--- config.mk ---
export PLATFORM = sky130hd
export DESIGN_NAME = touch_point_matcher_flat
export DESIGN_NICKNAME = d
export VERILOG_FILES = /design/src/tpm_pkg.sv /design/src/tpm_req_if.sv /design/src/tpm_rsp_if.sv /design/src/touch_point_matcher.sv /design/src/tpm_ram.sv /design/src/tpm_ctrl.sv /design/src/tpm_dp.sv /design/src/flat_wrapper.sv
export SDC_FILE = /design/constraint.sdc
export NUM_CORES = 2
export LEC_CHECK = 0
export BUFFER_PORTS_ARGS = -buffer_cell sky130_fd_sc_hd__buf_2
export CAP_MARGIN = 20
export CORE_ASPECT_RATIO = 2
export CORE_MARGIN = 5
export CORE_UTILIZATION = 40
export CTS_CLUSTER_DIAMETER = 100
export DETAILED_ROUTE_END_ITERATION = 8
export GPL_TIMING_DRIVEN = 0
export MAX_ROUTING_LAYER = met4
export SETUP_SLACK_MARGIN = 0.3
export SYNTH_ARGS = -nofsm -noshare
export SYNTH_HDL_FRONTEND = slang
export SYNTH_SLANG_ARGS = --single-unit
export TNS_END_PERCENT = 20
--- constraint.sdc ---
create_clock -name clk_i -period 8.36 [get_ports clk_i]
set_input_delay 1.672 -clock clk_i [delete_from_list [all_inputs] [get_ports clk_i]]
set_output_delay 1.672 -clock clk_i [all_outputs]
set_load 0.01 [all_outputs]
--- src/tpm_pkg.sv ---
// ----------------------------------------------------------------------------
// Touch point matcher package
// Shared widths, codes, controller states and the command and status
// structs that join the controller and the datapath.
// ----------------------------------------------------------------------------
`default_nettype none

package tpm_pkg;

  // Width of every coordinate field on the ports.
  localparam int FIELD_W = 13;

  // Defaults for the top level parameters.
  localparam int MAX_TOUCH_DEF  = 16;
  localparam int COORD_BITS_DEF = 13;

  typedef enum logic [1:0] {
    OP_LOAD_PREV = 2'd0,
    OP_LOAD_NEW  = 2'd1,
    OP_MATCH     = 2'd2,
    OP_IGNORE    = 2'd3
  } tpm_op_e;

  typedef enum logic [1:0] {
    KIND_MOVE  = 2'd0,
    KIND_NEW   = 2'd1,
    KIND_ENDED = 2'd2,
    KIND_NONE  = 2'd3
  } tpm_kind_e;

  typedef enum logic [3:0] {
    ST_IDLE,
    ST_PAIR,
    ST_LOADP,
    ST_ISSUE,
    ST_DRAIN,
    ST_MOVE,
    ST_NSCAN,
    ST_NEW,
    ST_ESCAN,
    ST_ENDED,
    ST_NONE,
    ST_DONE
  } tpm_state_e;

  typedef struct packed {
    logic      prev_we;
    logic      new_we;
    logic      prev_re;
    logic      new_re;
    logic      latch_prev;
    logic      clr_best;
    logic      issue;
    logic      out_load;
    tpm_kind_e out_kind;
    logic      out_last;
    logic      out_ovf;
  } tpm_cmd_t;

  typedef struct packed {
    logic busy;
    logic out_free;
  } tpm_sts_t;

endpackage

`default_nettype wire

--- src/tpm_req_if.sv ---
// ----------------------------------------------------------------------------
// Touch point matcher request channel
// Valid/ready channel carrying one operation and one point.
// ----------------------------------------------------------------------------
`default_nettype none

interface tpm_req_if import tpm_pkg::*; ();
  logic               valid;
  logic               ready;
  logic [1:0]         operation;
  logic [FIELD_W-1:0] point_x;
  logic [FIELD_W-1:0] point_y;

  modport source (output valid, operation, point_x, point_y, input ready);
  modport sink   (input valid, operation, point_x, point_y, output ready);
endinterface

`default_nettype wire

--- src/tpm_rsp_if.sv ---
// ----------------------------------------------------------------------------
// Touch point matcher result channel
// Valid/ready channel carrying one matched, new, ended or empty result.
// ----------------------------------------------------------------------------
`default_nettype none

interface tpm_rsp_if import tpm_pkg::*; ();
  logic               valid;
  logic               ready;
  logic [1:0]         kind;
  logic [FIELD_W-1:0] from_x;
  logic [FIELD_W-1:0] from_y;
  logic [FIELD_W-1:0] to_x;
  logic [FIELD_W-1:0] to_y;
  logic               overflow;
  logic               last;

  modport source (output valid, kind, from_x, from_y, to_x, to_y, overflow, last,
                  input ready);
  modport sink   (input valid, kind, from_x, from_y, to_x, to_y, overflow, last,
                  output ready);
endinterface

`default_nettype wire

--- src/touch_point_matcher.sv ---
// ----------------------------------------------------------------------------
// Touch point matcher
// Pairs each previous touch point with its nearest unused new touch point.
// ----------------------------------------------------------------------------
// The request channel carries an operation and a point. A load-previous or
// load-new request appends the point to its store and gives no
// result; a load into a full store is dropped and remembered. A match request
// walks the previous points in load order and pairs each one with the nearest
// unused new point by squared distance, the lowest index winning a tie. The
// run then sends one movement per pair, each unpaired new point as a new
// touch, each unpaired previous point as an ended touch, and a single none
// result when both stores were empty. The last result of a run carries last,
// and overflow when a load was dropped; the run then empties both stores.
// Requests are taken only while no run is in progress, but a load may be
// taken while a result still sits in the output register.
// Every pair scans all n new points through a four-stage distance pipeline
// (one new point read per cycle from the new point RAM) and then drains it.
// A stalled receiver holds the output register and the run waits on it.
// Reset empties both stores.
// ----------------------------------------------------------------------------
`default_nettype none

module touch_point_matcher import tpm_pkg::*; #(
  parameter int MAX_TOUCH  = MAX_TOUCH_DEF,
  parameter int COORD_BITS = COORD_BITS_DEF,
  localparam int IDX_W     = (MAX_TOUCH > 1) ? $clog2(MAX_TOUCH) : 1
) (
  input  wire logic  clk_i,
  input  wire logic  rst_ni,
  tpm_req_if.sink    req_i,
  tpm_rsp_if.source  rsp_o
);

  tpm_cmd_t         cmd;
  tpm_sts_t         sts;
  logic [IDX_W-1:0] prev_addr;
  logic [IDX_W-1:0] new_addr;
  logic [IDX_W-1:0] best_idx;

  // The controller owns the fill counts, the used mask and the run sequence.
  tpm_ctrl #(.MAX_TOUCH(MAX_TOUCH)) u_ctrl (
    .clk_i       (clk_i),
    .rst_ni      (rst_ni),
    .req_valid_i (req_i.valid),
    .req_op_i    (req_i.operation),
    .req_ready_o (req_i.ready),
    .sts_i       (sts),
    .best_idx_i  (best_idx),
    .cmd_o       (cmd),
    .prev_addr_o (prev_addr),
    .new_addr_o  (new_addr)
  );

  // The datapath holds both point stores, the distance pipeline and the
  // output register that decouples a stalled receiver.
  tpm_dp #(.MAX_TOUCH(MAX_TOUCH), .COORD_BITS(COORD_BITS)) u_dp (
    .clk_i          (clk_i),
    .rst_ni         (rst_ni),
    .cmd_i          (cmd),
    .prev_addr_i    (prev_addr),
    .new_addr_i     (new_addr),
    .point_x_i      (req_i.point_x),
    .point_y_i      (req_i.point_y),
    .sts_o          (sts),
    .best_idx_o     (best_idx),
    .rsp_valid_o    (rsp_o.valid),
    .rsp_ready_i    (rsp_o.ready),
    .rsp_kind_o     (rsp_o.kind),
    .rsp_from_x_o   (rsp_o.from_x),
    .rsp_from_y_o   (rsp_o.from_y),
    .rsp_to_x_o     (rsp_o.to_x),
    .rsp_to_y_o     (rsp_o.to_y),
    .rsp_overflow_o (rsp_o.overflow),
    .rsp_last_o     (rsp_o.last)
  );

  // A result is never written over one that the receiver has not taken.
  assert property (@(posedge clk_i) disable iff (!rst_ni)
    cmd.out_load |-> sts.out_free)
    else $error("result register overwritten while full");

  // Store writes only follow an accepted request.
  assert property (@(posedge clk_i) disable iff (!rst_ni)
    (cmd.prev_we || cmd.new_we) |-> (req_i.valid && req_i.ready))
    else $error("point store written without a request");

  // A movement is emitted only after the distance pipeline has drained.
  assert property (@(posedge clk_i) disable iff (!rst_ni)
    (cmd.out_load && (cmd.out_kind == KIND_MOVE)) |-> !sts.busy)
    else $error("movement emitted before best match settled");

endmodule

`default_nettype wire

--- src/tpm_ram.sv ---
// ----------------------------------------------------------------------------
// Generic single-port-write RAM
// One write and one registered read per cycle; read data holds when idle.
// ----------------------------------------------------------------------------
`default_nettype none

module tpm_ram #(
  parameter int WIDTH = 8,
  parameter int DEPTH = 16,
  localparam int AW   = (DEPTH > 1) ? $clog2(DEPTH) : 1
) (
  input  wire logic             clk_i,
  input  wire logic             we_i,
  input  wire logic [AW-1:0]    waddr_i,
  input  wire logic [WIDTH-1:0] wdata_i,
  input  wire logic             re_i,
  input  wire logic [AW-1:0]    raddr_i,
  output logic      [WIDTH-1:0] rdata_o
);

  logic [WIDTH-1:0] mem [DEPTH];
  logic [WIDTH-1:0] rdata_q;

  always_ff @(posedge clk_i) begin
    if (we_i) begin
      mem[waddr_i] <= wdata_i;
    end
    if (re_i) begin
      rdata_q <= mem[raddr_i];
    end
  end

  assign rdata_o = rdata_q;

endmodule

`default_nettype wire

--- src/tpm_ctrl.sv ---
// ----------------------------------------------------------------------------
// Touch point matcher controller
// Counts loads, sequences the pairing scan and the result emission.
// ----------------------------------------------------------------------------
`default_nettype none

module tpm_ctrl import tpm_pkg::*; #(
  parameter int MAX_TOUCH = MAX_TOUCH_DEF,
  localparam int CNT_W    = $clog2(MAX_TOUCH + 1),
  localparam int IDX_W    = (MAX_TOUCH > 1) ? $clog2(MAX_TOUCH) : 1
) (
  input  wire logic             clk_i,
  input  wire logic             rst_ni,
  input  wire logic             req_valid_i,
  input  wire logic [1:0]       req_op_i,
  output logic                  req_ready_o,
  input  wire tpm_sts_t         sts_i,
  input  wire logic [IDX_W-1:0] best_idx_i,
  output tpm_cmd_t              cmd_o,
  output logic      [IDX_W-1:0] prev_addr_o,
  output logic      [IDX_W-1:0] new_addr_o
);

  tpm_state_e             state_q, state_d;
  logic [CNT_W-1:0]       prev_cnt_q, prev_cnt_d;
  logic [CNT_W-1:0]       new_cnt_q, new_cnt_d;
  logic [CNT_W-1:0]       i_q, i_d;
  logic [CNT_W-1:0]       j_q, j_d;
  logic [CNT_W-1:0]       emit_q, emit_d;
  logic [MAX_TOUCH-1:0]   used_q, used_d;
  logic                   dropped_q, dropped_d;

  tpm_op_e          op;
  logic             accept;
  logic             prev_full, new_full;
  logic             more_pairs, last_issue, j_end, i_end;
  logic [CNT_W-1:0] total;
  logic             last_item;
  logic [IDX_W-1:0] i_idx, j_idx;

  assign op          = tpm_op_e'(req_op_i);
  assign req_ready_o = (state_q == ST_IDLE);
  assign accept      = req_valid_i && req_ready_o;
  assign prev_full   = (prev_cnt_q == CNT_W'(MAX_TOUCH));
  assign new_full    = (new_cnt_q == CNT_W'(MAX_TOUCH));
  assign more_pairs  = (i_q < prev_cnt_q) && (i_q < new_cnt_q);
  assign last_issue  = ((j_q + CNT_W'(1)) == new_cnt_q);
  assign j_end       = (j_q == new_cnt_q);
  assign i_end       = (i_q == prev_cnt_q);
  assign i_idx       = i_q[IDX_W-1:0];
  assign j_idx       = j_q[IDX_W-1:0];

  // A run gives max(prev, new) results whenever either store holds a point.
  assign total     = (prev_cnt_q > new_cnt_q) ? prev_cnt_q : new_cnt_q;
  assign last_item = ((emit_q + CNT_W'(1)) == total);

  always_comb begin
    state_d = state_q;
    case (state_q)
      ST_IDLE: begin
        if (accept && (op == OP_MATCH)) begin
          if ((prev_cnt_q == '0) && (new_cnt_q == '0)) begin
            state_d = ST_NONE;
          end else begin
            state_d = ST_PAIR;
          end
        end
      end
      ST_PAIR:  state_d = more_pairs ? ST_LOADP : ST_NSCAN;
      ST_LOADP: state_d = ST_ISSUE;
      ST_ISSUE: state_d = last_issue ? ST_DRAIN : ST_ISSUE;
      ST_DRAIN: state_d = sts_i.busy ? ST_DRAIN : ST_MOVE;
      ST_MOVE:  state_d = sts_i.out_free ? ST_PAIR : ST_MOVE;
      ST_NSCAN: begin
        if (j_end) begin
          state_d = ST_ESCAN;
        end else if (!used_q[j_idx]) begin
          state_d = ST_NEW;
        end
      end
      ST_NEW:   state_d = sts_i.out_free ? ST_NSCAN : ST_NEW;
      ST_ESCAN: state_d = i_end ? ST_DONE : ST_ENDED;
      ST_ENDED: state_d = sts_i.out_free ? ST_ESCAN : ST_ENDED;
      ST_NONE:  state_d = sts_i.out_free ? ST_DONE : ST_NONE;
      ST_DONE:  state_d = ST_IDLE;
      default:  state_d = ST_IDLE;
    endcase
  end

  always_comb begin
    cmd_o       = '0;
    cmd_o.out_kind = KIND_NONE;
    prev_addr_o = i_idx;
    new_addr_o  = j_idx;
    case (state_q)
      ST_IDLE: begin
        prev_addr_o   = prev_cnt_q[IDX_W-1:0];
        new_addr_o    = new_cnt_q[IDX_W-1:0];
        cmd_o.prev_we = accept && (op == OP_LOAD_PREV) && !prev_full;
        cmd_o.new_we  = accept && (op == OP_LOAD_NEW) && !new_full;
      end
      ST_PAIR: begin
        cmd_o.prev_re = more_pairs;
      end
      ST_LOADP: begin
        cmd_o.latch_prev = 1'b1;
        cmd_o.clr_best   = 1'b1;
      end
      ST_ISSUE: begin
        cmd_o.new_re = 1'b1;
        cmd_o.issue  = !used_q[j_idx];
      end
      ST_DRAIN: begin
        new_addr_o   = best_idx_i;
        cmd_o.new_re = !sts_i.busy;
      end
      ST_MOVE: begin
        cmd_o.out_load = sts_i.out_free;
        cmd_o.out_kind = KIND_MOVE;
        cmd_o.out_last = last_item;
      end
      ST_NSCAN: begin
        cmd_o.new_re = !j_end && !used_q[j_idx];
      end
      ST_NEW: begin
        cmd_o.out_load = sts_i.out_free;
        cmd_o.out_kind = KIND_NEW;
        cmd_o.out_last = last_item;
      end
      ST_ESCAN: begin
        cmd_o.prev_re = !i_end;
      end
      ST_ENDED: begin
        cmd_o.out_load = sts_i.out_free;
        cmd_o.out_kind = KIND_ENDED;
        cmd_o.out_last = last_item;
      end
      ST_NONE: begin
        cmd_o.out_load = sts_i.out_free;
        cmd_o.out_kind = KIND_NONE;
        cmd_o.out_last = 1'b1;
      end
      default: begin
        cmd_o.out_load = 1'b0;
      end
    endcase
    cmd_o.out_ovf = cmd_o.out_last && dropped_q;
  end

  always_comb begin
    prev_cnt_d = prev_cnt_q;
    new_cnt_d  = new_cnt_q;
    i_d        = i_q;
    j_d        = j_q;
    emit_d     = emit_q;
    used_d     = used_q;
    dropped_d  = dropped_q;
    case (state_q)
      ST_IDLE: begin
        if (accept) begin
          case (op)
            OP_LOAD_PREV: begin
              if (prev_full) begin
                dropped_d = 1'b1;
              end else begin
                prev_cnt_d = prev_cnt_q + CNT_W'(1);
              end
            end
            OP_LOAD_NEW: begin
              if (new_full) begin
                dropped_d = 1'b1;
              end else begin
                new_cnt_d = new_cnt_q + CNT_W'(1);
              end
            end
            OP_MATCH: begin
              i_d    = '0;
              emit_d = '0;
            end
            default: begin
              i_d = i_q;
            end
          endcase
        end
      end
      ST_PAIR:  j_d = '0;
      ST_ISSUE: j_d = j_q + CNT_W'(1);
      ST_MOVE: begin
        if (sts_i.out_free) begin
          used_d[best_idx_i] = 1'b1;
          i_d    = i_q + CNT_W'(1);
          emit_d = emit_q + CNT_W'(1);
        end
      end
      ST_NSCAN: begin
        if (!j_end && used_q[j_idx]) begin
          j_d = j_q + CNT_W'(1);
        end
      end
      ST_NEW: begin
        if (sts_i.out_free) begin
          j_d    = j_q + CNT_W'(1);
          emit_d = emit_q + CNT_W'(1);
        end
      end
      ST_ENDED: begin
        if (sts_i.out_free) begin
          i_d    = i_q + CNT_W'(1);
          emit_d = emit_q + CNT_W'(1);
        end
      end
      ST_DONE: begin
        prev_cnt_d = '0;
        new_cnt_d  = '0;
        used_d     = '0;
        dropped_d  = 1'b0;
      end
      default: begin
        i_d = i_q;
      end
    endcase
  end

  always_ff @(posedge clk_i or negedge rst_ni) begin
    if (!rst_ni) begin
      state_q    <= ST_IDLE;
      prev_cnt_q <= '0;
      new_cnt_q  <= '0;
      i_q        <= '0;
      j_q        <= '0;
      emit_q     <= '0;
      used_q     <= '0;
      dropped_q  <= 1'b0;
    end else begin
      state_q    <= state_d;
      prev_cnt_q <= prev_cnt_d;
      new_cnt_q  <= new_cnt_d;
      i_q        <= i_d;
      j_q        <= j_d;
      emit_q     <= emit_d;
      used_q     <= used_d;
      dropped_q  <= dropped_d;
    end
  end

endmodule

`default_nettype wire

--- src/tpm_dp.sv ---
// ----------------------------------------------------------------------------
// Touch point matcher datapath
// Point stores, the squared distance pipeline, best tracker and result register.
// ----------------------------------------------------------------------------
`default_nettype none

module tpm_dp import tpm_pkg::*; #(
  parameter int MAX_TOUCH  = MAX_TOUCH_DEF,
  parameter int COORD_BITS = COORD_BITS_DEF,
  localparam int IDX_W     = (MAX_TOUCH > 1) ? $clog2(MAX_TOUCH) : 1,
  localparam int PT_W      = 2 * COORD_BITS,
  localparam int SQ_W      = 2 * COORD_BITS,
  localparam int D_W       = SQ_W + 1
) (
  input  wire logic               clk_i,
  input  wire logic               rst_ni,
  input  wire tpm_cmd_t           cmd_i,
  input  wire logic [IDX_W-1:0]   prev_addr_i,
  input  wire logic [IDX_W-1:0]   new_addr_i,
  input  wire logic [FIELD_W-1:0] point_x_i,
  input  wire logic [FIELD_W-1:0] point_y_i,
  output tpm_sts_t                sts_o,
  output logic      [IDX_W-1:0]   best_idx_o,
  output logic                    rsp_valid_o,
  input  wire logic               rsp_ready_i,
  output logic      [1:0]         rsp_kind_o,
  output logic      [FIELD_W-1:0] rsp_from_x_o,
  output logic      [FIELD_W-1:0] rsp_from_y_o,
  output logic      [FIELD_W-1:0] rsp_to_x_o,
  output logic      [FIELD_W-1:0] rsp_to_y_o,
  output logic                    rsp_overflow_o,
  output logic                    rsp_last_o
);

  logic [PT_W-1:0]       wr_point;
  logic [PT_W-1:0]       prev_rd, new_rd;
  logic [COORD_BITS-1:0] prev_rd_x, prev_rd_y, new_rd_x, new_rd_y;

  assign wr_point  = {COORD_BITS'(point_x_i), COORD_BITS'(point_y_i)};
  assign prev_rd_x = prev_rd[PT_W-1:COORD_BITS];
  assign prev_rd_y = prev_rd[COORD_BITS-1:0];
  assign new_rd_x  = new_rd[PT_W-1:COORD_BITS];
  assign new_rd_y  = new_rd[COORD_BITS-1:0];

  tpm_ram #(.WIDTH(PT_W), .DEPTH(MAX_TOUCH)) u_prev_ram (
    .clk_i   (clk_i),
    .we_i    (cmd_i.prev_we),
    .waddr_i (prev_addr_i),
    .wdata_i (wr_point),
    .re_i    (cmd_i.prev_re),
    .raddr_i (prev_addr_i),
    .rdata_o (prev_rd)
  );

  tpm_ram #(.WIDTH(PT_W), .DEPTH(MAX_TOUCH)) u_new_ram (
    .clk_i   (clk_i),
    .we_i    (cmd_i.new_we),
    .waddr_i (new_addr_i),
    .wdata_i (wr_point),
    .re_i    (cmd_i.new_re),
    .raddr_i (new_addr_i),
    .rdata_o (new_rd)
  );

  // Previous point under test.
  logic [COORD_BITS-1:0] px_q, py_q;

  always_ff @(posedge clk_i) begin
    if (cmd_i.latch_prev) begin
      px_q <= prev_rd_x;
      py_q <= prev_rd_y;
    end
  end

  // Distance pipeline: read, absolute difference, square, sum and compare.
  logic                  s1_v_q, s2_v_q, s3_v_q;
  logic [IDX_W-1:0]      s1_idx_q, s2_idx_q, s3_idx_q;
  logic [COORD_BITS-1:0] dx_d, dy_d, dx_q, dy_q;
  logic [SQ_W-1:0]       sqx_q, sqy_q;
  logic [D_W-1:0]        dist_sum, best_d_q;
  logic [IDX_W-1:0]      best_idx_q;
  logic                  have_q;
  logic                  better;

  assign dx_d     = (new_rd_x >= px_q) ? (new_rd_x - px_q) : (px_q - new_rd_x);
  assign dy_d     = (new_rd_y >= py_q) ? (new_rd_y - py_q) : (py_q - new_rd_y);
  assign dist_sum = D_W'(sqx_q) + D_W'(sqy_q);
  assign better   = s3_v_q && (!have_q || (dist_sum < best_d_q));

  always_ff @(posedge clk_i or negedge rst_ni) begin
    if (!rst_ni) begin
      s1_v_q <= 1'b0;
      s2_v_q <= 1'b0;
      s3_v_q <= 1'b0;
      have_q <= 1'b0;
    end else begin
      s1_v_q <= cmd_i.issue;
      s2_v_q <= s1_v_q;
      s3_v_q <= s2_v_q;
      if (cmd_i.clr_best) begin
        have_q <= 1'b0;
      end else if (better) begin
        have_q <= 1'b1;
      end
    end
  end

  always_ff @(posedge clk_i) begin
    s1_idx_q <= new_addr_i;
    s2_idx_q <= s1_idx_q;
    s3_idx_q <= s2_idx_q;
    dx_q     <= dx_d;
    dy_q     <= dy_d;
    sqx_q    <= SQ_W'(dx_q) * SQ_W'(dx_q);
    sqy_q    <= SQ_W'(dy_q) * SQ_W'(dy_q);
    if (better) begin
      best_d_q   <= dist_sum;
      best_idx_q <= s3_idx_q;
    end
  end

  assign best_idx_o = best_idx_q;

  // Result register.
  logic                  out_v_q;
  tpm_kind_e             out_kind_q;
  logic [COORD_BITS-1:0] fx_q, fy_q, tx_q, ty_q;
  logic [COORD_BITS-1:0] fx_d, fy_d, tx_d, ty_d;
  logic                  ovf_q, last_q;

  always_comb begin
    fx_d = '0;
    fy_d = '0;
    tx_d = '0;
    ty_d = '0;
    case (cmd_i.out_kind)
      KIND_MOVE: begin
        fx_d = px_q;
        fy_d = py_q;
        tx_d = new_rd_x;
        ty_d = new_rd_y;
      end
      KIND_NEW: begin
        tx_d = new_rd_x;
        ty_d = new_rd_y;
      end
      KIND_ENDED: begin
        fx_d = prev_rd_x;
        fy_d = prev_rd_y;
      end
      default: begin
        fx_d = '0;
      end
    endcase
  end

  always_ff @(posedge clk_i or negedge rst_ni) begin
    if (!rst_ni) begin
      out_v_q <= 1'b0;
    end else if (cmd_i.out_load) begin
      out_v_q <= 1'b1;
    end else if (rsp_ready_i) begin
      out_v_q <= 1'b0;
    end
  end

  always_ff @(posedge clk_i) begin
    if (cmd_i.out_load) begin
      out_kind_q <= cmd_i.out_kind;
      fx_q       <= fx_d;
      fy_q       <= fy_d;
      tx_q       <= tx_d;
      ty_q       <= ty_d;
      ovf_q      <= cmd_i.out_ovf;
      last_q     <= cmd_i.out_last;
    end
  end

  assign sts_o.busy     = s1_v_q || s2_v_q || s3_v_q;
  assign sts_o.out_free = !out_v_q || rsp_ready_i;

  assign rsp_valid_o    = out_v_q;
  assign rsp_kind_o     = out_kind_q;
  assign rsp_from_x_o   = FIELD_W'(fx_q);
  assign rsp_from_y_o   = FIELD_W'(fy_q);
  assign rsp_to_x_o     = FIELD_W'(tx_q);
  assign rsp_to_y_o     = FIELD_W'(ty_q);
  assign rsp_overflow_o = ovf_q;
  assign rsp_last_o     = last_q;

endmodule

`default_nettype wire
--- src/flat_wrapper.sv ---
// flat-port wrapper written by rule: the top's interface ports become plain ports
module touch_point_matcher_flat import tpm_pkg::*;
#(
  parameter int MAX_TOUCH  = MAX_TOUCH_DEF,
  parameter int COORD_BITS = COORD_BITS_DEF,
  localparam int IDX_W     = (MAX_TOUCH > 1) ? $clog2(MAX_TOUCH) : 1
)
  (clk_i, rst_ni, req_i_valid, req_i_operation, req_i_point_x, req_i_point_y, req_i_ready, rsp_o_valid, rsp_o_kind, rsp_o_from_x, rsp_o_from_y, rsp_o_to_x, rsp_o_to_y, rsp_o_overflow, rsp_o_last, rsp_o_ready);
  tpm_req_if req_i_i ();
  tpm_rsp_if rsp_o_i ();
  input  wire logic clk_i;
  input  wire logic rst_ni;
  input wire logic [$bits(req_i_i.valid)-1:0] req_i_valid;
  input wire logic [$bits(req_i_i.operation)-1:0] req_i_operation;
  input wire logic [$bits(req_i_i.point_x)-1:0] req_i_point_x;
  input wire logic [$bits(req_i_i.point_y)-1:0] req_i_point_y;
  output wire logic [$bits(req_i_i.ready)-1:0] req_i_ready;
  output wire logic [$bits(rsp_o_i.valid)-1:0] rsp_o_valid;
  output wire logic [$bits(rsp_o_i.kind)-1:0] rsp_o_kind;
  output wire logic [$bits(rsp_o_i.from_x)-1:0] rsp_o_from_x;
  output wire logic [$bits(rsp_o_i.from_y)-1:0] rsp_o_from_y;
  output wire logic [$bits(rsp_o_i.to_x)-1:0] rsp_o_to_x;
  output wire logic [$bits(rsp_o_i.to_y)-1:0] rsp_o_to_y;
  output wire logic [$bits(rsp_o_i.overflow)-1:0] rsp_o_overflow;
  output wire logic [$bits(rsp_o_i.last)-1:0] rsp_o_last;
  input wire logic [$bits(rsp_o_i.ready)-1:0] rsp_o_ready;
  assign req_i_i.valid = req_i_valid;
  assign req_i_i.operation = req_i_operation;
  assign req_i_i.point_x = req_i_point_x;
  assign req_i_i.point_y = req_i_point_y;
  assign req_i_ready = req_i_i.ready;
  assign rsp_o_valid = rsp_o_i.valid;
  assign rsp_o_kind = rsp_o_i.kind;
  assign rsp_o_from_x = rsp_o_i.from_x;
  assign rsp_o_from_y = rsp_o_i.from_y;
  assign rsp_o_to_x = rsp_o_i.to_x;
  assign rsp_o_to_y = rsp_o_i.to_y;
  assign rsp_o_overflow = rsp_o_i.overflow;
  assign rsp_o_last = rsp_o_i.last;
  assign rsp_o_i.ready = rsp_o_ready;
  touch_point_matcher #(.MAX_TOUCH(MAX_TOUCH), .COORD_BITS(COORD_BITS)) u_core (.clk_i(clk_i), .rst_ni(rst_ni), .req_i(req_i_i), .rsp_o(rsp_o_i));
endmodule
**Word-level counts from Yosys, hierarchy flattened**

Memory sizes are Yosys's and may differ from the RTL's. A register that Yosys moved wholly into a read port is not among the register bits.
Index checks and enable logic that the tools add are counted.

- Add/sub/neg operators: 10
- $mul: 2
- $lt $le $gt $ge: 9
- Equal/unequal tests: 37
- Mux-type cells: 63
- Bitwise logic cells: 1
- Reductions and logical operators: 49

Operators by type and width:

| kind | count |
|---|---|
| 5-bit two-way mux | 13 |
| 13-bit by 13-bit multiplier with 26-bit output | 2 |
| 13-bit one-hot mux with 2 select lines | 2 |
| 13-bit subtractor | 4 |
| 4-bit one-hot mux with 11 select lines | 1 |
| 5-bit one-hot mux with 2 select lines | 4 |
| 16-bit one-hot mux with 2 select lines | 1 |
| 26-bit by 26-bit adder with 27-bit output | 1 |
| 27-bit < comparator | 1 |
| 13-bit >= comparator | 2 |
| 13-bit two-way mux | 2 |
| 5-bit by 1-bit adder with 5-bit output (second input constant) | 5 |
| 5-bit == test | 4 |
| 4-bit two-way mux | 5 |
| 5-bit one-hot mux with 4 select lines | 1 |
| 1-bit two-way mux | 19 |
| 4-bit by 3-bit == test with 1-bit output (second input constant) | 4 |
| 4-bit == test (second input constant) | 4 |
| 16-bit two-way mux | 1 |
| 16-bit OR | 1 |
| 4-bit AND reduction | 4 |
| 2-bit by 1-bit != test with 1-bit output (second input constant) | 7 |
| 1-bit logical AND | 13 |
| 3-bit one-hot mux with 4 select lines | 1 |
| other kinds (32) | 69 |

- Bits in registers: 254
- Bits in writable memories: 832
- Input bits: 32
- Output and inout port bits: 58
- Logic and storage cells: 204
- Memories: 2

Memories:

| memory | words | bits a word | read ports | clocked after memory_dff | write ports | line | source |
|---|---|---|---|---|---|---|---|
| u_core.u_dp.u_new_ram.mem | 16 | 26 | 1 | 1 | 1 | tpm_ram.sv:21 | `logic [WIDTH-1:0] mem [DEPTH];` |
| u_core.u_dp.u_prev_ram.mem | 16 | 26 | 1 | 1 | 1 | tpm_ram.sv:21 |  |

**Longest topological paths before layout**

- Depth after elaboration: 7
- Depth in mapped cells: 22
- Mapped depth without buffers: 22

**Cells and area by module**

A second synthesis with hierarchy kept.

- Cells, all modules: 3844
- Area, all modules: 56465.4 µm²

By module, submodules not included:

| module | times used | cells an instance | area an instance (µm²) | sequential area each (µm²) |
|---|---|---|---|---|
| tpm_ram | 2 | 686 | 16637.2 | 13272.7 |
| tpm_dp | 1 | 2064 | 19711.4 | 5280.1 |
| tpm_ctrl | 1 | 408 | 3479.6 | 1151.1 |

**Worst setup path after synthesis**

No wires, ideal clock.

- Path type: reg2reg
- Start point: register u_core.u_dp.dy_q[3]
- End point: register u_core.u_dp.sqy_q[23]
- Setup time: 0.123 ns
- Arrival: 5.357 ns
- Required time: 8.237 ns
- Slack: 2.880 ns
- Cell stages (with the launch flop): 20
- Path buffers: 1
- Period minus slack after synthesis: 5.480 ns
- Path through: dfxtp_1 > clkbuf_1 > nand2_1 > inv_1 > fa_1 > fa_1 > fa_1 > inv_1 > fa_1 > fa_1 > inv_1 > ha_1 > nor2b_1 > a31o_2 > o41a_1 > a211oi_1 > nor3_1 > a2111oi_2 > a21oi_1 > xor2_1

- Longest elaborated chain between the ends: 1

Ends and longest elaborated chain:

| what | line | source |
|---|---|---|
| start: declaration | tpm_dp.sv:78 | `logic [COORD_BITS-1:0] dx_d, dy_d, dx_q, dy_q;` |
| start signal: assignment | tpm_dp.sv:113 | `dy_q <= dy_d;` |
| 13-bit by 13-bit multiplier with 26-bit output | tpm_dp.sv:115 | `sqy_q <= SQ_W'(dy_q) * SQ_W'(dy_q);` |
| end signal: assignment | tpm_dp.sv:115 |  |
| end: declaration | tpm_dp.sv:79 | `logic [SQ_W-1:0] sqx_q, sqy_q;` |

No other way between the ends.
A chain may end at the register's enable or synchronous reset.

**Worst setup path in the final report**

- Start point: register u_core.u_dp.dx_q[1]
- End point: register u_core.u_dp.sqx_q[25]

- Longest elaborated chain between the ends: 1

Ends and longest elaborated chain:

| what | line | source |
|---|---|---|
| start: declaration | tpm_dp.sv:78 |  |
| start signal: assignment | tpm_dp.sv:112 | `dx_q <= dx_d;` |
| 13-bit by 13-bit multiplier with 26-bit output | tpm_dp.sv:114 | `sqx_q <= SQ_W'(dx_q) * SQ_W'(dx_q);` |
| end signal: assignment | tpm_dp.sv:114 |  |
| end: declaration | tpm_dp.sv:79 |  |

No other way between the ends.

==> out/metrics.csv <==
stage,metric,value,unit
worst_setup_path,CP startpoint kind,flop,
timing,fin crit period,6630,ps
synthesis,Synth Area in Adders,12.9,%
placement,DPL Wire Length,104000,um
worst_setup_path,Crit. path cell count,19,
worst_setup_path,WP data arrival,7210,ps
floorplanning,Die Y,535,um
global_route,GR Overflow Total,0,
floorplanning,num ports,90,
global_route,Total Routing Usage GR,19.3,%
timing,fmax,151,MHz
synthesis,Synth Instances,3794,
worst_setup_path,Reg-to-Reg Start,u_core.u_dp.dx_q[1],
worst_setup_path,CP bufs+invs,3,
timing,"Hold Vio Cnt, Final",0,
final_layout,share of cells above drive strength 1,15.0,%
routing,Routed WL,137000,um
worst_setup_path,"Critical Path, Cell by Cell",clkbuf_1 -> and2_1 -> fa_1 -> fa_1 -> fa_1 -> inv_1 -> fa_1 -> fa_1 -> inv_1 -> ha_1 -> and3_1 -> a221o_1 -> o211ai_1 -> o221a_2 -> o21ai_1 -> o41ai_1 -> o21bai_1 -> a21oi_1 -> xnor2_1,
worst_setup_path,"Top cell by count, worst path",fa_1,
worst_setup_path,CP Capture Type,flop,
synthesis,"Seq/Total Area, Yosys",59.7,%
synthesis,Post-Synth XOR/XNOR Area,1.86,%
synthesis,Post-synth top flop,edfxtp_1,
run,Max Cap Viol,0,
timing,final setup violation count,0,
worst_setup_path,CP max FO,10,
synthesis,Synth cell types,83,
clocking,CTS tree,built,
timing,Setup Skew,44.8,ps
clocking,Clock Latency Late Sink,700,ps
floorplanning,Starting Density,40.3,%
routing,via/cell ratio,5.29,
global_route,vias in the first global route,33600,
global_route,largest net degree at the start of global routing,33,
timing,setup_tns,0,ps
worst_setup_path,crit path capture,u_core.u_dp.sqx_q[25],
synthesis,mux cell area share after synthesis,9.36,%
placement,GP Congestion,0.882,
synthesis,synth warn,0,
routing,First-pass DRT Iterations,7,
clocking,Clock Path Buffers,3,
worst_setup_path,Worst path slowest cell,clkbuf_1,
synthesis,Post-synth EDFFs,997,
synthesis,syn avg cell area,14.5,um^2
worst_setup_path,Crit Path Category,reg2reg,
run_status,status,completed,
final_layout,Nets,4511,
clocking,Root Buffer,clkbuf_16,
global_route,initial antenna violation count,8,
final_layout,synthesis-to-layout area growth,12.3,%
timing,Fin Hold WS,326,ps
final_layout,# fillers,12100,
synthesis,Synth Area in Simple Gates,6.82,%
worst_setup_path,max incr delay on CP,520,ps
floorplanning,DIE AREA,146000,um^2
synthesis,Async SR Flop Fraction,4.49,%
floorplanning,row count,192,
worst_setup_path,Worst R2R Setup Slack,1730,ps
worst_setup_path,cell family with most CP delay,adder cells,
routing,DR vias,31000,
timing,Tcrit/Tclk final,79.4,%
timing,Worst Max-Slew Pin Slew,1140,ps
synthesis,Post-Syn Area,55200,um^2
routing,Routed wire per std cell,23.4,um
timing,RSZ-0062 raised after global routing,no,
clocking,setup bufs post-CTS,0,
timing,Pins Over Slew Limit,0,
synthesis,main combinational cell family by area after synthesis,adder cells,
clocking,Clock Pin Slew Worst Setup and Hold Paths,70,ps
synthesis,"area leader, netlist",edfxtp_1,
routing,DRC,0,
synthesis,largest cells by area after synthesis,"edfxtp_1 54%, mux4_2 8.7%, fa_1 7.0%",
worst_setup_path,path depth of the worst reg2reg path,19,
floorplanning,Die Wd,273,um
routing,1st-iter DRT viols,1963,
synthesis,syn_nets,4278,
synthesis,area fraction in compound gates after synthesis,5.04,%
global_route,first-pass GRT wire length,205000,um
worst_setup_path,WP data required,8930,ps
final_layout,most frequent cells in the layout,"997 x edfxtp_1, 462 x inv_1, 330 x nand2_1",
synthesis,register bit total from synthesis,1136,
clocking,Sink Count,1136,
floorplanning,core region area,137000,um^2
placement,IO buf count,89,
clocking,H-Tree Depth,3,
final_layout,"most common cell after layout, fill and taps aside",edfxtp_1,
clocking,post-CTS resize count,0,
timing,slew margin rel.,23.5,%
min_path,worst min-delay path class,reg2reg,
clocking,Post-CTS Hold Fix Bufs,0,
worst_setup_path,reg2reg end,u_core.u_dp.sqx_q[25],
clocking,total CTS buffers,98,
routing,DRT antenna net count,0,
synthesis,Synth top area share,54.2,%
worst_setup_path,crit path launch,u_core.u_dp.dx_q[1],
registers in the layout, indices dropped and copies added, names as in the netlist, 16 cells and up:
name	flops
u_core.u_ctrl.used_q	16
u_core.u_dp.sqy_q	25
u_core.u_dp.sqx_q	25
u_core.u_dp.best_d_q	27
u_core.u_dp.u_new_ram.mem	416
u_core.u_dp.u_prev_ram.rdata_o	26
u_core.u_dp.u_prev_ram.mem	416
u_core.u_dp.u_new_ram.rdata_o	26
metal layers:
layer | wire length (um) | GRT usage, %
met2 | 83000 | 39.3
met1 | 44700 | 18.0
met5 | 0 | -
met4 | 5170 | 6.74
met3 | 4040 | 2.24
cells by family after synthesis:
group / Yosys count
buffers and inverters: 611
and+or+nand+nor: 814
adders and majority gates: 452
xor gates and xnor gates: 117
AOI/OAI and AO/OA: 416
DFF: 1136
muxes: 248
worst reg2reg max path: stages (launching register included):
cell and delay [ps]:
dfxtp_1 500, clkbuf_1 520, and2_1 280, fa_1 460
fa_1 510, fa_1 520, inv_1 60, fa_1 500
fa_1 510, inv_1 50, ha_1 340, and3_1 210
a221o_1 360, o211ai_1 300, o221a_2 260, o21ai_1 100
o41ai_1 490, o21bai_1 110, a21oi_1 190, xnor2_1 230
worst min path at each step:
stage / start / end / slack, ps / depth (start not counted)
floorplan: u_core.u_dp.s1_idx_q[0] / u_core.u_dp.s2_idx_q[0] / 310 / 0
global placement: u_core.u_dp.s1_idx_q[3] / u_core.u_dp.s2_idx_q[3] / 310 / 0
detailed placement: u_core.u_dp.s2_idx_q[1] / u_core.u_dp.s3_idx_q[1] / 310 / 0
CTS: u_core.u_dp.s2_idx_q[1] / u_core.u_dp.s3_idx_q[1] / 330 / 0
global route: u_core.u_dp.s2_idx_q[1] / u_core.u_dp.s3_idx_q[1] / 330 / 0
finish: u_core.u_dp.s2_idx_q[1] / u_core.u_dp.s3_idx_q[1] / 330 / 0
layout make-up:
cell class	instances	area (um^2)	area share, %
Timing Repair Buffer	133	1190	1.91
Multi-Input combinational cell	2047	20100	32.5
Clock inverter	56	474	0.765
Antenna cell	4	10.0	0.0161
Clock buffer	122	2650	4.28
Sequential cell	1136	33000	53.2
Inverter	465	1750	2.82
Tap cell	1746	2180	3.52
Buffer	146	626	1.01
cells in the mapped netlist (6+ instances only):
master / count
mux2i_1: 20
inv_1: 462
clkbuf_1: 91
o21ai_1: 6
nor2_1: 180
mux4_2: 213
o21ai_0: 56
nand4_1: 16
nand2b_1: 20
o211ai_1: 12
a31oi_1: 68
o21bai_1: 7
a21o_1: 39
nor3_1: 38
dfrtp_1: 51
mux2_2: 13
xor2_1: 39
a31o_2: 6
buf_2: 43
ha_1: 258
o2111ai_1: 7
fa_1: 194
and2_1: 94
edfxtp_1: 997
o21a_1: 7
nor2b_1: 34
xnor2_1: 78
buf_1: 6
nand3_1: 28
dfxtp_1: 88
a211oi_1: 35
a21oi_1: 94
a22o_1: 28
nand2_1: 331
and3_1: 45
per-stage QoR:
| step | area [um^2] | util (%) | setup WS [ps] | instances |
|---|---|---|---|---|
| 2_1_floorplan | 55200 | - | 2880 | 3794 |
| 3_3_place_gp | 57800 | 42.2 | 323 | 5629 |
| 3_5_place_dp | 58800 | 43.0 | 1750 | 5673 |
| 4_1_cts | 62000 | 45.3 | 1720 | 5851 |
| 5_1_grt | 62000 | 45.3 | 1460 | 5855 |
| 6_report | 62000 | 45.3 | 1730 | 5855 |
Power is left out: the tool's default activity adds up to more than one toggle a clock period on the data nets, which glitch-free logic cannot reach.
